### src/hw/rtl/ttbl_pkg.sv
package ttbl_pkg;

  localparam int TABLE_COLUMNS = 7;
  localparam int TABLE_ROWS    = 7;
  localparam int CELL_KINDS    = 3;
  localparam int TABLE_KINDS   = 4;
  localparam int TABLE_SIZE    = TABLE_COLUMNS * TABLE_ROWS;
  localparam int STORE_SIZE    = CELL_KINDS * TABLE_KINDS * TABLE_SIZE;

  localparam int COL_AW   = $clog2(TABLE_COLUMNS);
  localparam int ROW_AW   = $clog2(TABLE_ROWS);
  localparam int STORE_AW = $clog2(STORE_SIZE);

  // The breakpoint scan reads one entry a cycle; its compare works on the registered read data.
  localparam int SCAN_LEN = (TABLE_COLUMNS > TABLE_ROWS) ? TABLE_COLUMNS : TABLE_ROWS;
  // Quotient bits produced by the divider once overflow is ruled out.
  localparam int DIV_BITS = 33;
  localparam int CNT_W    = 6;

  localparam logic [1:0] ACT_CAP   = 2'd0;
  localparam logic [1:0] ACT_SLEW  = 2'd1;
  localparam logic [1:0] ACT_TBL   = 2'd2;
  localparam logic [1:0] ACT_QUERY = 2'd3;

  localparam logic [1:0] STAT_OK    = 2'd0;
  localparam logic [1:0] STAT_EQUAL = 2'd1;
  localparam logic [1:0] STAT_SAT   = 2'd2;

  localparam logic [1:0] LERP_A = 2'd0;
  localparam logic [1:0] LERP_B = 2'd1;
  localparam logic [1:0] LERP_R = 2'd2;

  localparam logic [3:0] OP_NONE   = 4'd0;
  localparam logic [3:0] OP_SCAN   = 4'd1;
  localparam logic [3:0] OP_BP     = 4'd2;
  localparam logic [3:0] OP_TBL    = 4'd3;
  localparam logic [3:0] OP_EQ     = 4'd4;
  localparam logic [3:0] OP_PREP   = 4'd5;
  localparam logic [3:0] OP_MUL    = 4'd6;
  localparam logic [3:0] OP_SUM    = 4'd7;
  localparam logic [3:0] OP_DIVCHK = 4'd8;
  localparam logic [3:0] OP_DIV    = 4'd9;
  localparam logic [3:0] OP_ADD    = 4'd10;

  typedef struct packed {
    logic             load;
    logic [3:0]       op;
    logic [CNT_W-1:0] cnt;
    logic [1:0]       sel;
  } cmd_t;

  typedef struct packed {
    logic query_ok;
    logic bp_equal;
    logic div_ovf;
  } sts_t;

  function automatic logic [STORE_AW-1:0] tbl_addr(input logic [1:0] ck,
                                                   input logic [1:0] tk,
                                                   input int off);
    int a;
    a = (int'(ck) * TABLE_KINDS + int'(tk)) * TABLE_SIZE + off;
    return STORE_AW'(a);
  endfunction

endpackage

### src/hw/rtl/ttbl_ctrl.sv
module ttbl_ctrl (
  input  logic           clk,
  input  logic           rst,
  input  logic           in_valid,
  output logic           in_ready,
  output logic           out_valid,
  input  logic           out_ready,
  output ttbl_pkg::cmd_t cmd,
  input  ttbl_pkg::sts_t sts
);
  import ttbl_pkg::*;

  localparam logic [3:0] ST_IDLE   = 4'd0;
  localparam logic [3:0] ST_SCAN   = 4'd1;
  localparam logic [3:0] ST_BP     = 4'd2;
  localparam logic [3:0] ST_TBL    = 4'd3;
  localparam logic [3:0] ST_CHECK  = 4'd4;
  localparam logic [3:0] ST_PREP   = 4'd5;
  localparam logic [3:0] ST_MUL    = 4'd6;
  localparam logic [3:0] ST_SUM    = 4'd7;
  localparam logic [3:0] ST_DIVCHK = 4'd8;
  localparam logic [3:0] ST_DIV    = 4'd9;
  localparam logic [3:0] ST_ADD    = 4'd10;
  localparam logic [3:0] ST_OUT    = 4'd11;

  localparam logic [CNT_W-1:0] DIV_LAST = CNT_W'(DIV_BITS - 1);

  logic [3:0]       state, state_next;
  logic [CNT_W-1:0] cnt, cnt_next;
  logic [1:0]       sel, sel_next;
  logic             load;

  assign in_ready  = (state == ST_IDLE);
  assign out_valid = (state == ST_OUT);
  assign load      = in_valid && in_ready;

  always_comb begin
    state_next = state;
    cnt_next   = cnt + CNT_W'(1);
    sel_next   = sel;
    cmd.load   = load;
    cmd.op     = OP_NONE;
    cmd.cnt    = cnt;
    cmd.sel    = sel;
    unique case (state)
      ST_IDLE: begin
        cnt_next = '0;
        if (load && sts.query_ok) state_next = ST_SCAN;
      end
      ST_SCAN: begin
        cmd.op = OP_SCAN;
        if (cnt == CNT_W'(SCAN_LEN)) begin
          state_next = ST_BP;
          cnt_next   = '0;
        end
      end
      ST_BP: begin
        cmd.op = OP_BP;
        if (cnt == CNT_W'(2)) begin
          state_next = ST_TBL;
          cnt_next   = '0;
        end
      end
      ST_TBL: begin
        cmd.op = OP_TBL;
        if (cnt == CNT_W'(4)) state_next = ST_CHECK;
      end
      ST_CHECK: begin
        sel_next = LERP_A;
        if (sts.bp_equal) begin
          cmd.op     = OP_EQ;
          state_next = ST_OUT;
        end else begin
          state_next = ST_PREP;
        end
      end
      ST_PREP: begin
        cmd.op     = OP_PREP;
        state_next = ST_MUL;
      end
      ST_MUL: begin
        cmd.op     = OP_MUL;
        state_next = ST_SUM;
      end
      ST_SUM: begin
        cmd.op     = OP_SUM;
        state_next = ST_DIVCHK;
      end
      ST_DIVCHK: begin
        cmd.op     = OP_DIVCHK;
        cnt_next   = '0;
        state_next = sts.div_ovf ? ST_ADD : ST_DIV;
      end
      ST_DIV: begin
        cmd.op = OP_DIV;
        if (cnt == DIV_LAST) state_next = ST_ADD;
      end
      ST_ADD: begin
        cmd.op = OP_ADD;
        if (sel == LERP_R) begin
          state_next = ST_OUT;
        end else begin
          sel_next   = sel + 2'd1;
          state_next = ST_PREP;
        end
      end
      ST_OUT: begin
        if (out_ready) state_next = ST_IDLE;
      end
      default: state_next = ST_IDLE;
    endcase
  end

  always_ff @(posedge clk) begin
    if (rst) begin
      state <= ST_IDLE;
      cnt   <= '0;
      sel   <= LERP_A;
    end else begin
      state <= state_next;
      cnt   <= cnt_next;
      sel   <= sel_next;
    end
  end

  a_no_overlap: assert property (@(posedge clk) disable iff (rst)
    !(in_ready && out_valid))
    else $error("input accepted while a result is pending");

  a_query_starts: assert property (@(posedge clk) disable iff (rst)
    (load && sts.query_ok) |=> (state == ST_SCAN))
    else $error("query did not start the scan");

  a_div_bound: assert property (@(posedge clk) disable iff (rst)
    (state == ST_DIV) |-> (cnt <= DIV_LAST))
    else $error("divider ran past its last quotient bit");

  a_result_held: assert property (@(posedge clk) disable iff (rst)
    (out_valid && !out_ready) |=> out_valid)
    else $error("result dropped before it was taken");

endmodule

### config.mk
export PLATFORM = sky130hd
export DESIGN_NAME = ttbl_ctrl
export DESIGN_NICKNAME = d
export VERILOG_FILES = /design/src/hw/rtl/ttbl_pkg.sv /design/src/hw/rtl/ttbl_ctrl.sv
export SDC_FILE = /design/constraint.sdc
export NUM_CORES = 1
export LEC_CHECK = 0
export BUFFER_PORTS_ARGS = -buffer_cell sky130_fd_sc_hd__buf_2
export CORE_ASPECT_RATIO = 0.9
export CORE_MARGIN = 5
export CORE_UTILIZATION = 45
export DETAILED_ROUTE_END_ITERATION = 7
export GPL_ROUTABILITY_DRIVEN = 0
export GPL_TIMING_DRIVEN = 0
export PLACE_DENSITY_LB_ADDON = 0.12
export SLEW_MARGIN = 20
export SYNTH_ARGS = -nofsm -noshare
export SYNTH_HDL_FRONTEND = slang
export SYNTH_SLANG_ARGS = --single-unit
### constraint.sdc
create_clock -name clk -period 5.2 [get_ports clk]
set_input_delay 1.04 -clock clk [delete_from_list [all_inputs] [get_ports clk]]
set_output_delay 1.04 -clock clk [all_outputs]
set_load 0.01 [all_outputs]
### After elaboration in Yosys (flattened, before gate mapping)

Index checks and enable logic that the tools add are counted.

| word-level totals | value |
|---|---|
| bits of input ports | 7 |
| register bits after elaboration | 12 |
| word-level logic and storage cells | 52 |

| cells by class | value |
|---|---|
| multiplexer cells | 17 |
| add/sub/neg operators | 2 |
| reduce and logical (&&, ||, !) cells | 7 |
| eq/ne operators | 23 |

Operators with widths:

| cell | number |
|---|---|
| 4-bit case mux with 12 select lines | 1 |
| 4-bit case mux with 10 select lines | 1 |
| 4-bit 2-to-1 mux | 8 |
| 6-bit case mux with 3 select lines | 1 |
| 4-bit by 3-bit == test with 1-bit output (second input constant) | 4 |
| 4-bit == test (second input constant) | 4 |
| 6-bit by 3-bit == test with 1-bit output (second input constant) | 2 |
| 6-bit 2-to-1 mux | 2 |
| 2-bit != test (second input constant) | 5 |
| 4-bit by 2-bit == test with 1-bit output (second input constant) | 2 |
| 6-bit by 1-bit adder with 6-bit output (second input constant) | 1 |
| 6-bit by 2-bit == test with 1-bit output (second input constant) | 1 |
| 6-bit == test (second input constant) | 1 |
| 6-bit AND reduction | 1 |
| 4-bit by 1-bit == test with 1-bit output (second input constant) | 1 |
| 4-bit zero test | 1 |
| 2-bit 2-to-1 mux | 2 |
| 2-bit by 1-bit != test with 1-bit output (second input constant) | 2 |
| 2-bit case mux with 2 select lines | 1 |
| 3-bit 2-to-1 mux | 1 |
| 2-bit by 1-bit adder with 2-bit output (second input constant) | 1 |
| 2-bit == test (second input constant) | 1 |
| 1-bit logical AND | 2 |
| 2-bit AND reduction | 1 |
| 2 further kinds | 2 |

### Longest topological paths before layout

| logic depth | value |
|---|---|
| depth in word-level cells | 5 |
| depth in mapped cells | 8 |
| gate-level depth less buffers | 7 |

### Least setup slack after synthesis

Ideal clock, no wire load.

| path | value |
|---|---|
| path kind | in2out |
| start | input port in_valid |
| end | output port cmd[12] (netlist bit) |
| path slack | 2,876 ps |
| data required time | 4,160 ps |
| data arrival time | 1,284 ps |
| buffers on the path | 1 |
| stages on the path | 2 |
| cells stage by stage | and2_1 > buf_4 |

RTL lines:

| item | RTL line | source |
|---|---|---|
| start: declaration | ttbl_ctrl.sv:4 | `input logic in_valid,` |
| end: declaration | ttbl_ctrl.sv:8 | `output ttbl_pkg::cmd_t cmd,` |

==> impl_results.md <==
* Register-to-register path setup slack at 3260 ps
* Leakage at 0.4357 nW
* Synth top area share at 27.55%
* First-iteration detailed-routing DRC count at 28
* Top post-synthesis cells by area: dfxtp_1 (28%), nor2_1 (8.2%), ha_1 (5.7%), mux2i_1 (5.7%), nand2_1 (5.6%)
* CTS sink cnt at 12
* First-pass GRT wire length at 3318 µm
* Max incr delay on CP at 390 ps
* GRT overflow at 0
* Buf/Inv on CP at 3
* Syn Std Cell Area at 872.1 µm²
* Count of pins over their slew limit at 0
* Max Cap Viol at 0
* Net Sw Frac at 42.73%
* Yosys reg bits at 12
* Crit path max fanout at 10
* Rows at 15
* Fill count at 189
* Final setup vio count at 0
* Startpoint Class: flop
* Slowest CP cell: dfxtp_1
* Power share of the clock group at 14.1%
* Worst ir drop on vdd at 0.2089 mV
* PwrDens at 375.2 nW/µm²
* CP Cell Sequence: clkbuf_1 -> buf_1 -> o21ai_0 -> and2_1 -> buf_2
* Initial antenna violation count at 0
* TritonCTS clock tree: done
* Fin area at 1031 µm²
* Family with the most delay on the worst path: buffers and inverters
* Tmin final at 2873 ps
* GRT Resource Usage Total at 14.26%
* Max-slew headroom at 51.39%
* CTS buffer count at 3
* RSZ-0062 raised after global routing: no
* Dpl hpwl at 1524 µm
* Worst Skew at 6.251 ps
* Post-synthesis cell count at 118
* Standard cell core area at 1877 µm²
* Input/output buffers at 21
* Post-Route Setup TNS at 0 ps
* Sequential element share of the synthesized area at 27.55%
* Hold Path Class: reg -> reg
* Setup Fix Bufs, Post-CTS at 0
* Routed vias at 880
* Ant diodes at 0
* Initial Util at 46.47%
* Avg Synthesized Cell Area at 7.391 µm²
* Combinational share of power at 56.4%
* # nets final at 155
* Worst Path Arrival at 1830 ps
* Clk buf depth at 2
* Post-Route WL at 1969 µm
* Final hold vios at 0
* CP Capture Type: output pin
* Worst-Margin Slew at 722.9 ps
* Status: finished clean
* WP data required at 4160 ps
* Period utilisation layout at 55.26%
* Internal power at 0.2215 mW
* CTS root buf: clkbuf_4
* DRT Pass-1 Iters at 4
* Vias in the first global route at 787
* Die ar. at 2920 µm²
* Layout cells sized above 1 at 20.42%
* Die width at 56.41 µm
* Largest net degree at the start of global routing at 11
* Synthesis Warnings at 0
* WL/cell at 11.79 µm
* Seq pwr share at 29.5%
* Synth area leader: dfxtp_1
* Switching power at 0.1653 mW
* Hold buffer count at cts at 0
* DRC viols at 0
* Overall Power at 0.3869 mW
* Htree depth at 1
* Setup Crit Path Kind: reg -> out
* Synth cell types at 34
* Placed Area at 1008 µm²
* P&R area growth vs syn at 18.22%
* I/O pin count at 22
* Antenna viol nets, final at 0
* Syn_nets at 129
* Clk slew on worst S/H paths at 70 ps
* Die Y-Extent at 51.77 µm
* Clock latency on the worst-skew pair at 270 ps
* Max Fclk at 348.0 MHz
* Routed vias/inst at 5.269
* Resize count post-CTS at 0
-- metal layers --
layer | global-route usage [%] | wire length, µm | vias to the layer above
li1 | - | - | 454
met1 | 17.81 | 934 | 398
met2 | 23.35 | 882 | 26
met3 | 4.467 | 138 | 2
met4 | 4.743 | 12 | 0
met5 | 0 | 0 | -
-- worst paths after layout --
path | start | to | cells past startpoint
min reg2reg | cnt[0]$_SDFF_PP0_ | cnt[0]$_SDFF_PP0_ | 1
max reg2reg | cnt[0]$_SDFF_PP0_ | cnt[4]$_SDFF_PP0_ | 6
min | cnt[0]$_SDFF_PP0_ | cnt[0]$_SDFF_PP0_ | 1
max | state[1]$_SDFFE_PP0P_ | cmd[8] | 5
-- worst reg2reg max path: cells and delay by family, from the launching register on --
| kind | cells | cell delay (ps) |
|---|---|---|
| adder cells (fa/ha/maj) | 1 | 180 |
| flip-flops | 1 | 400 |
| AND/OR/NAND/NOR | 2 | 270 |
| AO/OA/AOI/OAI | 3 | 970 |
-- Yosys cell counts (all sizes together) --
cell type  instances
a2111oi            2
a211o              1
a211oi             1
a21oi              5
a311oi             2
a41o               1
and2               3
buf                5
clkbuf             4
dfxtp             12
ha                 4
inv                6
maj3               1
mux2i              5
nand2             13
nand2b             6
nand3              1
nand3b             1
nand4              1
nor2              19
nor2b              3
nor3               3
nor4               4
o21a               2
o21ai              6
o221ai             1
o31ai              1
o32a               1
or3                1
xnor2              1
xor2               2
-- cells by family (layout without fill, tap and decap cells) --
group,after synthesis,after routing,share of synthesized area [%]
DFF,12,12,27.55
muxes,5,5,5.739
AOI/OAI and AO/OA,23,23,18.08
adders and majority gates,5,5,6.887
and+or+nand+nor,55,55,31.14
buffers and inverters,15,39,7.602
xor gates and xnor gates,3,3,3.013
-- cell usage in the layout, fill, tap and decap left out, drive strengths merged, types with 5 or more instances in the layout --
master	n
clkbuf	7
nand2b	6
mux2i	5
nor2	19
dfxtp	12
a21oi	5
o21ai	6
buf	26
nand2	13
inv	6
-- power by group through the flow --
stage          Clock, mW  Sequential (mW)  Combinational (mW)
4_1_cts           0.0576            0.114               0.218
3_5_place_dp           0            0.116               0.217
5_1_grt           0.0616            0.117               0.244
6_report          0.0546            0.114               0.218
3_3_place_gp           0            0.116               0.216
2_1_floorplan          0            0.117               0.160
-- state kept, by name, summed over array words and instances (netlist names) --
name,cells
sel,2
cnt,6
state,4
-- layout make-up --
type	count	area, µm²	area share (%)
Multi-Input combinational cell	91	565.5	54.85
Sequential cell	12	240.2	23.30
Timing Repair Buffer	21	105.1	10.19
Buffer	9	43.79	4.248
Tap cell	25	31.28	3.034
Clock buffer	3	22.52	2.184
Inverter	6	22.52	2.184
-- stage by stage --
stage | util [%] | worst slack [ps] | std cells | hold WS, ps
after floorplan | - | 2876 | 118 | 480.3
after global placement | 53.73 | 2650 | 164 | 460.3
after detailed placement | 53.73 | 2629 | 164 | 469.0
after CTS | 54.93 | 2325 | 167 | 486.2
after global routing | 54.93 | 2107 | 167 | 525.0
final | 54.93 | 2327 | 167 | 484.5
Note: power is estimated with default switching activity, not from simulation.
